**src/hw/rtl/gmn_pkg.sv**
```systemverilog
// ----------------------------------------------------------------------------
// gmn_pkg
// Types, command/status structs and constants shared by the grid mesh
// normals controller, datapath and top level.
// ----------------------------------------------------------------------------
package gmn_pkg;

    typedef struct packed {
        logic signed [15:0] vertex_x;
        logic signed [15:0] vertex_y;
        logic signed [15:0] vertex_z;
    } t_vertex;

    typedef struct packed {
        logic signed [15:0] normal_x;
        logic signed [15:0] normal_y;
        logic signed [15:0] normal_z;
        logic [15:0]        out_row;
        logic [9:0]         out_col;
        logic               degenerate;
        logic               last_of_item;
        logic               end_of_grid;
    } t_normal;

    typedef enum logic [3:0] {
        ST_IDLE,
        ST_RD0,
        ST_RD1,
        ST_RD2,
        ST_RD3,
        ST_LOAD,
        ST_MUL,
        ST_NORM,
        ST_SQ,
        ST_SQRT,
        ST_DIV,
        ST_OUT
    } t_state;

    typedef enum logic [1:0] {
        RD_LEFT,
        RD_MID,
        RD_RIGHT
    } t_rd_sel;

    localparam logic [1:0] CFG_ROWS = 2'd0;
    localparam logic [1:0] CFG_COLS = 2'd1;
    localparam logic [1:0] CFG_FLIP = 2'd2;

    localparam logic [4:0] MUL_LAST  = 5'd6;
    localparam logic [4:0] SQ_LAST   = 5'd2;
    localparam logic [4:0] SQRT_LAST = 5'd31;
    localparam logic [4:0] DIV_LAST  = 5'd15;

    typedef struct packed {
        logic    accept;
        logic    advance;
        t_rd_sel rd_sel;
        logic    cap_left;
        logic    cap_mid;
        logic    cap_right;
        logic    second;
        logic    load;
        logic    mul;
        logic    norm;
        logic    sq;
        logic    sqrt;
        logic    div;
        logic    out_load;
        logic [4:0] step;
    } t_cmd;

    typedef struct packed {
        logic row_zero;
        logic last_row;
        logic norm_done;
        logic norm_zero;
        logic out_free;
    } t_sts;

endpackage

```
**src/hw/rtl/gmn_ctrl.sv**
```systemverilog
// ----------------------------------------------------------------------------
// gmn_ctrl
// Sequencer: row store reads, cross product, normalize, square root and
// divide steps, and result hand-off for up to two normals per request.
// ----------------------------------------------------------------------------
module gmn_ctrl (
    input  logic          i_clk,
    input  logic          i_rst_n,
    input  logic          i_in_valid,
    output logic          o_in_stall,
    input  gmn_pkg::t_sts i_sts,
    output gmn_pkg::t_cmd o_cmd
);

    gmn_pkg::t_state r_state, n_state;
    logic [4:0]      r_cnt, n_cnt;
    logic            r_second, n_second;

    always_ff @(posedge i_clk) begin
        if (!i_rst_n) begin
            r_state  <= gmn_pkg::ST_IDLE;
            r_cnt    <= '0;
            r_second <= 1'b0;
        end else begin
            r_state  <= n_state;
            r_cnt    <= n_cnt;
            r_second <= n_second;
        end
    end

    always_comb begin
        n_state    = r_state;
        n_cnt      = r_cnt;
        n_second   = r_second;
        o_cmd      = '0;
        o_cmd.rd_sel = gmn_pkg::RD_LEFT;
        o_cmd.step   = r_cnt;
        o_cmd.second = r_second;
        o_in_stall = (r_state != gmn_pkg::ST_IDLE);
        case (r_state)
            gmn_pkg::ST_IDLE: begin
                n_second = 1'b0;
                if (i_in_valid) begin
                    o_cmd.accept = 1'b1;
                    if (i_sts.row_zero) begin
                        o_cmd.advance = 1'b1;
                    end else begin
                        n_state = gmn_pkg::ST_RD0;
                    end
                end
            end
            gmn_pkg::ST_RD0: begin
                o_cmd.rd_sel = gmn_pkg::RD_LEFT;
                n_state = gmn_pkg::ST_RD1;
            end
            gmn_pkg::ST_RD1: begin
                o_cmd.cap_left = 1'b1;
                o_cmd.rd_sel   = gmn_pkg::RD_MID;
                n_state = gmn_pkg::ST_RD2;
            end
            gmn_pkg::ST_RD2: begin
                o_cmd.cap_mid = 1'b1;
                o_cmd.rd_sel  = gmn_pkg::RD_RIGHT;
                n_state = gmn_pkg::ST_RD3;
            end
            gmn_pkg::ST_RD3: begin
                o_cmd.cap_right = 1'b1;
                n_state = gmn_pkg::ST_LOAD;
            end
            gmn_pkg::ST_LOAD: begin
                o_cmd.load = 1'b1;
                n_cnt   = '0;
                n_state = gmn_pkg::ST_MUL;
            end
            gmn_pkg::ST_MUL: begin
                o_cmd.mul = 1'b1;
                n_cnt = r_cnt + 5'd1;
                if (r_cnt == gmn_pkg::MUL_LAST) begin
                    n_cnt   = '0;
                    n_state = gmn_pkg::ST_NORM;
                end
            end
            gmn_pkg::ST_NORM: begin
                o_cmd.norm = 1'b1;
                if (i_sts.norm_done) begin
                    n_cnt   = '0;
                    n_state = i_sts.norm_zero ? gmn_pkg::ST_OUT : gmn_pkg::ST_SQ;
                end
            end
            gmn_pkg::ST_SQ: begin
                o_cmd.sq = 1'b1;
                n_cnt = r_cnt + 5'd1;
                if (r_cnt == gmn_pkg::SQ_LAST) begin
                    n_cnt   = '0;
                    n_state = gmn_pkg::ST_SQRT;
                end
            end
            gmn_pkg::ST_SQRT: begin
                o_cmd.sqrt = 1'b1;
                n_cnt = r_cnt + 5'd1;
                if (r_cnt == gmn_pkg::SQRT_LAST) begin
                    n_cnt   = '0;
                    n_state = gmn_pkg::ST_DIV;
                end
            end
            gmn_pkg::ST_DIV: begin
                o_cmd.div = 1'b1;
                n_cnt = r_cnt + 5'd1;
                if (r_cnt == gmn_pkg::DIV_LAST) begin
                    n_cnt   = '0;
                    n_state = gmn_pkg::ST_OUT;
                end
            end
            gmn_pkg::ST_OUT: begin
                if (i_sts.out_free) begin
                    o_cmd.out_load = 1'b1;
                    if (!r_second && i_sts.last_row) begin
                        n_second = 1'b1;
                        n_state  = gmn_pkg::ST_LOAD;
                    end else begin
                        o_cmd.advance = 1'b1;
                        n_second = 1'b0;
                        n_state  = gmn_pkg::ST_IDLE;
                    end
                end
            end
            default: begin
                n_state = gmn_pkg::ST_IDLE;
            end
        endcase
    end

endmodule

```
**config.mk**
```make
export PLATFORM = sky130hd
export DESIGN_NAME = gmn_ctrl
export DESIGN_NICKNAME = d
export VERILOG_FILES = /design/src/hw/rtl/gmn_pkg.sv /design/src/hw/rtl/gmn_ctrl.sv
export SDC_FILE = /design/constraint.sdc
export NUM_CORES = 1
export LEC_CHECK = 0
export BUFFER_PORTS_ARGS = -buffer_cell sky130_fd_sc_hd__buf_2
export CAP_MARGIN = 20
export CORE_ASPECT_RATIO = 0.9
export CORE_MARGIN = 2
export CORE_UTILIZATION = 50
export CTS_CLUSTER_SIZE = 10
export DETAILED_ROUTE_END_ITERATION = 8
export PLACE_DENSITY = 0.82
export SYNTH_ARGS = -nofsm -noshare
export SYNTH_HDL_FRONTEND = slang
export SYNTH_SLANG_ARGS = --single-unit
export TNS_END_PERCENT = 10
```
**constraint.sdc**
```tcl
create_clock -name i_clk -period 2.85 [get_ports i_clk]
set_input_delay 0.285 -clock i_clk [delete_from_list [all_inputs] [get_ports i_clk]]
set_output_delay 0.285 -clock i_clk [all_outputs]
set_load 0.005 [all_outputs]
```
**After elaboration in Yosys (flattened, before gate mapping)**

Cells that the tools add are included.

- Memory bits (read-only): 0
- Register bits after elaboration: 10
- Memories: 0
- Bits in writable memories: 0
- Output and inout bits: 21
- Logic and storage cells: 74
- Input port bits: 8
- Bits in latches: 0

- Bitwise gates (word level): 0
- Divide/modulo/power cells: 0
- Muxes and demuxes: 38
- Shift operators: 0
- Add/subtract/negate cells: 1
- $mul: 0
- Equal/unequal tests: 23
- Reductions and logical operators: 9
- Magnitude comparators: 0

Operators with widths:

| cell | count |
|---|---|
| 4-bit one-hot mux with 12 select lines | 1 |
| 4-bit 2-to-1 mux | 8 |
| 5-bit one-hot mux with 6 select lines | 1 |
| 5-bit 2-to-1 mux | 5 |
| 1-bit 2-to-1 mux | 17 |
| 4-bit by 3-bit == test with 1-bit output, second input constant | 4 |
| 4-bit == test, second input constant | 4 |
| 2-bit != test, second input constant | 8 |
| 4-bit by 2-bit == test with 1-bit output, second input constant | 2 |
| 8-bit AND reduction | 1 |
| 6-bit nonzero test | 1 |
| 5-bit by 1-bit adder with 5-bit output, second input constant | 1 |
| 5-bit by 2-bit == test with 1-bit output, second input constant | 1 |
| 5-bit by 3-bit == test with 1-bit output, second input constant | 1 |
| 5-bit by 4-bit == test with 1-bit output, second input constant | 1 |
| 5-bit == test, second input constant | 1 |
| 4-bit by 1-bit == test with 1-bit output, second input constant | 1 |
| 4-bit zero test | 1 |
| 2-bit 2-to-1 mux | 2 |
| 1-bit one-hot mux with 2 select lines | 2 |
| 2-bit one-hot mux with 2 select lines | 1 |
| 2-bit AND reduction | 2 |
| 4-bit nonzero test | 1 |
| 3-bit 2-to-1 mux | 1 |
| other kinds (3) | 3 |

**Longest topological paths before layout**

Gate-level depths: netlist of run 1.

- Depth after elaboration: 5
- Mapped depth: 9

**Worst setup path after synthesis of run 1**

Ideal clock, no wire load.

- Kind: register -> register
- Start point: reg r_cnt[0]
- End point: reg r_cnt[3]
- Data arrival time: 2034 ps
- Setup slack: 742 ps
- Buffers on the path: 0
- Clock period less this slack: 2108 ps
- Cell stages (with the launch flop): 10
- Cell sequence: dfxtp_1 -> ha_1 -> nand3_1 -> inv_1 -> ha_1 -> or3b_2 -> a21oi_2 -> a2111oi_4 -> or3_1 -> a31oi_1

- Longest elaborated chain between the ends: 3
- Elaborated cells between the ends (all ways): 10
- Those cells by class: add/sub (1); eq/ne (4); mux (5)

RTL lines:

| element | RTL line | RTL |
|---|---|---|
| start, declared | gmn_ctrl.sv:16 | `logic [4:0] r_cnt, n_cnt;` |
| start signal, assigned | gmn_ctrl.sv:26 | `r_cnt <= n_cnt;` |
| 5-bit by 1-bit adder with 5-bit output (tied with other cells) | n/a |  |
| 5-bit 2-to-1 mux (on tied branches) | n/a |  |
| 5-bit one-hot mux with 6 select lines * | gmn_ctrl.sv:40 | `case (r_state)` |

Mark *: on every way between the ends. The rest lies on a longest branch, timed or not.
A chain may end at the register's enable or synchronous reset.

**Final worst setup path of run 1**

- Start point: reg r_cnt[1]
- End point: reg r_cnt[3]

The elaborated chain is that of the path after synthesis.

==> impl_metrics.tcl, run 1 <==
set metrics [dict create \
    worst_path_max_delay_cell "or3b_2" \
    fillers 161 \
    ys.flop_type "dfxtp_1" \
    finalSetupViolCount 0 \
    path_cells "ha_1 -> nand3_1 -> inv_1 -> ha_1 -> or3b_2 -> a21oi_2 -> a2111oi_4 -> or3_1 -> a31oi_1" \
    power_frac_comb_pct 45.8 \
    hpwl_mm 1.683 \
    n_antenna_cell 0 \
    grt_max_degree 19 \
    antenna_found_initial 0 \
    yosysTopAreaCellShare_pct 21.80 \
    clkTransAtPathRegs_ps 70 \
    r2r-end "r_cnt[3]" \
    core_area_sq_mm 0.001699 \
    slowest_delay_ps 450 \
    wl_per_cell_um 14.22 \
    cp.arrival_ps 2460 \
    cp-startpoint "r_cnt[1]" \
    worst_pin_slew_ps 598.2 \
    crit_end "r_cnt[3]" \
    fp-row-count 14 \
    p_seq_share_pct 39.2 \
    cts_hold_buffers 0 \
    syn_to_final_growth_pct 15.67 \
    ctsLongestPathBuffers 2 \
    period_minus_slack_ps 2267 \
    required_ps 3050 \
    root_buffer "clkbuf_4" \
    cp_num_cells 9 \
    antenna_left 0 \
    avgSynthCellArea_sq_um 7.986 \
    overflow 0 \
    worstSetupStartpointType "flip-flop" \
    setup_tns_ps 0 \
    die_x_um 49.18 \
    drive_above_1_share_pct 27.74 \
    criticalPathCategory "flip-flop to flip-flop" \
    ff2ff_setup_slack_ps 580 \
    drtIter0Drc 12 \
    first_pass_iters 6 \
    cts_tree "yes" \
    crit_path_max_fanout 7 \
    power.switching_uw 274.7 \
    grt_pass1_wl_mm 3.719 \
    hold_path.startpoint "i_rst_n" \
    fin_nets 152 \
    io_pins 29 \
    p_clk_share_pct 14.9 \
    synth_area_leader_cell "dfxtp_1" \
    drc 0 \
    ys_async_sr_fraction_pct 0 \
    sw_frac_of_total_pct 43.77 \
    ff2ff_path_depth 9 \
    fin_crit_sh_pct 79.55 \
    max_clock_freq_mhz 441.1 \
    viasPerCell 5.839 \
    rsz0062_at_grt "no" \
    fp.dieH_um 44.66 \
    slew_viol_final 0 \
    synth.area.top_cells "dfxtp_1 (22%), ha_1 (6.8%), nand2_1 (5.7%)" \
    yosysUniqueCellTypes 40 \
    path_buf_inv 1 \
    cap_viol_max_count 0 \
    final_util_pct 62.52 \
    critPathTopFamily "simple AND/OR/NAND/NOR gates" \
    grt_pass1_vias 901 \
    clkSinkCount 10 \
    irDropWorstVdd_v 0.0005003 \
    hold_path.class "input port to flip-flop" \
    status "finished clean" \
    synth-edff-count 0 \
    htree_levels 1 \
    p_int_uw 352.9 \
    cts_buffers 3 \
    synth_nets 128 \
    start_util_pct 54.05 \
    place_congestion 0.8769 \
    yosys_warnings 0 \
    clk-insertion-delay-late_ps 270 \
    slew-limit-headroom_pct 60.07 \
    post_cts_buffers 0 \
    syn-instance-count 115 \
    skew_ps 12.84 \
    rr_startpoint "r_cnt[1]" \
    grt_usage_pct 22.49 \
    end_kind "flip-flop" \
    ys_ff_latch 10 \
    cts_resized 0 \
    hold_viol 0 \
    vias 940 \
    p_per_area_mw_per_mm2 590.8 \
    io_buffers 28 \
    syn-cell-area_sq_um 918.4 \
    routed_wl_mm 2.290 \
    cpMostUsedCell "ha_1" \
    p_leak_uw 0.0004984 \
    die-area_sq_mm 0.002196 \
    synth-seq-area-share_pct 21.80 \
]
-- logic make-up (layout without fill, tap and decap cells) --
family	Yosys count	count (layout)	synth area share [%]
flip-flops	10	10	21.80
adder cells (fa/ha/maj)	5	5	6.812
multiplexers	3	3	3.270
buffers and inverters	15	37	7.765
AND/OR/NAND/NOR	53	53	34.06
AO/OA/AOI/OAI	29	29	26.30
-- synthesized netlist by cell type, types with 2 or more instances --
master / count
o21ai_0: 4
a21oi_1: 6
ha_1: 5
dfxtp_1: 10
nor2b_1: 2
nand3_1: 6
mux2i_1: 3
and2_1: 7
nor3b_1: 2
or3b_2: 2
nor2_1: 8
nand2_1: 14
buf_4: 4
inv_1: 6
o211a_1: 2
nand2b_1: 4
a21boi_0: 2
o21a_1: 2
clkbuf_1: 4
a22o_1: 2
-- flip-flops by register name (all words and copies together), names as in the netlist --
name and cells:
r_state 4, r_cnt 5, r_second 1
-- worst reg2reg max path: stages (launching register included) --
cell and delay (ps):
dfxtp_1 350, ha_1 220, nand3_1 120, inv_1 70, ha_1 170, or3b_2 450
a21oi_2 230, a2111oi_4 80, or3_1 380, a31oi_1 130
-- power groups by stage --
stage               Clock, uW  Combinational (uW)  Sequential [uW]
floorplan                   0                 269              185
finish                   93.7                 288              246
detailed placement          0                 284              248
CTS                      96.4                 285              243
global placement            0                 274              244
global route              101                 319              256
-- routing by layer --
layer  wire length [um]  share of wire, %  track usage, %  vias up
met5                  0                 0               0        -
met4                 40               1.7           11.43        0
met3                115               5.0           5.743        8
met2               1140                50           40.00       30
met1                993                43           25.31      446
li1                   -                 -               -      456
-- worst min path at each step --
stage               end  depth (start not counted)
6_report       r_cnt[4]                          2
5_1_grt        r_cnt[4]                          2
4_1_cts        r_cnt[4]                          2
3_5_place_dp   r_cnt[3]                          2
3_3_place_gp   r_cnt[3]                          2
2_1_floorplan  r_cnt[3]                          2
-- cells in the final DEF (no fill, tap or decap), types with 4 or more instances in the layout --
cell type,synthesis,final
dfxtp_1,10,10
nor2_1,8,8
a21oi_1,6,6
nand2b_1,4,4
nand2_1,14,14
ha_1,5,5
o21ai_0,4,4
and2_1,7,7
inv_1,6,6
buf_2,0,28
nand3_1,6,6
-- metrics by stage --
| stage | instance area (sq um) | setup WS (ps) | hold WS, ps | std cells | total power, uW |
|---|---|---|---|---|---|
| after global placement | 1040 | 718.3 | 543.2 | 158 | 518.0 |
| after detailed placement | 1040 | 616.0 | 560.3 | 158 | 531.3 |
| after CTS | 1062 | 599.0 | 332.6 | 161 | 624.7 |
| final | 1062 | 582.9 | 340.1 | 161 | 627.6 |
| after floorplan | 918.4 | 741.7 | 523.4 | 115 | 454.3 |
| after global routing | 1062 | 478.2 | 344.7 | 161 | 676.2 |
-- cell type report --
cell class | count | area [sq um] | area share, %
timing repair buffer | 28 | 140.1 | 13.19
sequential | 10 | 200.2 | 18.85
clock buffer | 3 | 22.52 | 2.120
multi-input combinational | 90 | 646.9 | 60.90
inverter | 6 | 22.52 | 2.120
tap | 24 | 30.03 | 2.827
Note: power is estimated with default switching activity, not from simulation.
==> inputs of run 2 (changes only) <==
Settings changed: ABC_AREA from default to 1, CORE_UTILIZATION 50 to 49, PLACE_DENSITY 0.82 to 0.8.
Clock period 2.85 ns to 2.2 ns, I/O delays scaled along.
==> run 2 against run 1 <==
  * Total power up 61%
  * Synthesized cell count up 27%
  * Clock skew down 12 ps
  * First-iteration DRC count up 92%
  * Critical endpoint is now o_cmd[18]
  * Largest power group unchanged
==> impl_metrics.tcl, run 2 <==
set metrics [dict create \
    largest_reg_flops 5 \
    ys.flop_type "dfxtp_1" \
    die_x_um 49.20 \
    cts_resized 0 \
    n_antenna_cell 0 \
    first_pass_iters 4 \
    final_util_pct 63.03 \
    timing.hold.ws_ps 228.7 \
    antenna_found_initial 0 \
    status "finished clean" \
    ys_async_sr_fraction_pct 0 \
    clkSinkCount 10 \
    die-area_sq_mm 0.002198 \
    hold_path.class "input port to flip-flop" \
    slew_viol_final 0 \
    fp.dieH_um 44.68 \
    viasPerCell 4.732 \
    core_area_sq_mm 0.001699 \
    criticalPathCategory "flip-flop to output port" \
    setup_tns_ps 0 \
    cap_viol_max_count 0 \
    htree_levels 1 \
    drtIter0Drc 23 \
    worstSetupStartpointType "flip-flop" \
    synthTopCellsByCount "nor2_1 (36), nand2_1 (29), inv_1 (19)" \
    hpwl_mm 1.760 \
    drive_above_1_share_pct 29.31 \
    final_common_cell "nor2_1" \
    post_cts_buffers 0 \
    synth_nets 159 \
    postPlaceCellArea_sq_mm 0.001049 \
    required_ps 1980 \
    fin_nets 189 \
    reg.largest.list "r_cnt (5), r_state (4), r_second (1)" \
    place_congestion 0.8492 \
    grt_busiest_layer "met2" \
    cp.arrival_ps 1530 \
    fp-row-count 14 \
    power_uw 1012 \
    grt_max_degree 8 \
    max_clock_freq_mhz 570.5 \
    overflow 0 \
    routed_wl_mm 2.105 \
    hold_viol 0 \
    period_minus_slack_ps 1753 \
    synth.most_common_cell "nor2_1" \
    skew_ps 0.5650 \
    finalSetupViolCount 0 \
    fin_crit_sh_pct 79.67 \
    ff2ff_setup_slack_ps 460 \
    p_leak_uw 0.0005937 \
    root_buffer "clkbuf_4" \
    io_buffers 28 \
    grt_usage_pct 21.27 \
    wl_per_cell_um 10.63 \
    syn-cell-area_sq_um 900.9 \
    final_area_sq_mm 0.001071 \
    hold_path.startpoint "i_rst_n" \
    ctsLongestPathBuffers 2 \
    grt_pass1_wl_mm 3.477 \
    end_kind "output port" \
    holdPathEnd "r_state[2]" \
    ff2ff_path_depth 11 \
    synth-edff-count 0 \
    syn-instance-count 146 \
    min_delay_path_depth 3 \
    r2r-end "r_state[3]" \
    antenna_left 0 \
    met2_usage_pct 35.41 \
    crit_path_max_fanout 6 \
    cts_tree "yes" \
    synth_area_leader_cell "dfxtp_1" \
    irDropWorstVdd_v 0.0006507 \
    start_util_pct 53.02 \
    clkTransAtPathRegs_ps 70 \
    yosysTopAreaCellShare_pct 22.22 \
    grt_use_met1_pct 25.15 \
    slew-limit-headroom_pct 82.65 \
    rr_startpoint "r_cnt[1]" \
    avgSynthCellArea_sq_um 6.170 \
    drc 0 \
    cts_buffers 3 \
    synth.area.top_cells "dfxtp_1 (22%), nor2_1 (15%), nand2_1 (12%)" \
    synth-seq-area-share_pct 22.22 \
    cts_hold_buffers 0 \
    yosys_warnings 0 \
    yosysUniqueCellTypes 21 \
    worst_pin_slew_ps 257.5 \
    grt_pass1_vias 832 \
    syn_to_final_growth_pct 18.89 \
    layout_common_cells "nor2_1 (36), nand2_1 (29), buf_2 (28), inv_1 (19)" \
    met3_usage_pct 4.730 \
    io_pins 29 \
    ys_ff_latch 10 \
    rsz0062_at_grt "no" \
    clk-insertion-delay-late_ps 280 \
    top_register "r_cnt" \
    p_per_area_mw_per_mm2 944.5 \
    vias 937 \
]
==> run 2: per-stage QoR <==
stage                     std cells  setup WS [ps]
final                           198          447.2
after global routing            198          271.0
after CTS                       198          442.9
after detailed placement        195          460.7
after global placement          195          561.1
after floorplan                 146          597.5
==> run 2: layer usage <==
metal	wire length, um	share of wire, %
met1	1000	48
met4	41	1.9
met3	117	5.6
met5	0	0
met2	945	45
==> run 2: layout make-up <==
class | instances | area, sq um
inverters | 22 | 82.58
well taps | 24 | 30.03
multi-input cells | 111 | 595.6
fillers | 166 | 628.1
repair buffers | 28 | 140.1
flip-flops and latches | 10 | 200.2
clock buffers | 3 | 22.52
==> run 2: cell families after synthesis <==
| logic type | after synthesis | synth area share [%] |
|---|---|---|
| buf+inv | 25 | 11.67 |
| fa+ha+maj | 5 | 6.944 |
| flops | 10 | 22.22 |
| compound gates | 10 | 6.112 |
| xor+xnor | 1 | 0.9724 |
| simple gates | 95 | 52.08 |
==> run 2: power breakdown <==
group	total, uW	leakage [uW]	switching [uW]	internal [uW]
clock	134	0.0000138	70.4	63.6
sequential	268	0.0000816	47.7	221
combinational	609	0.000498	383	227
==> run 2: critical path, cell delays in order, from the launching register on <==
cell and delay [ps]:
dfxtp_1 440, nand2_2 150, nor2_1 220, nand2_1 140
o21ai_0 160, buf_2 140
==> run 2: how the worst max path moves through the flow <==
| stage | from | endpoint | slack [ps] |
|---|---|---|---|
| finish | r_state[1] | o_cmd[18] | 450 |
| global route | r_cnt[1] | r_state[0] | 270 |
| CTS | r_cnt[1] | r_state[0] | 440 |
| detailed placement | r_cnt[1] | r_state[0] | 460 |
| global placement | r_cnt[1] | r_state[0] | 560 |
| floorplan | r_cnt[1] | r_state[0] | 600 |
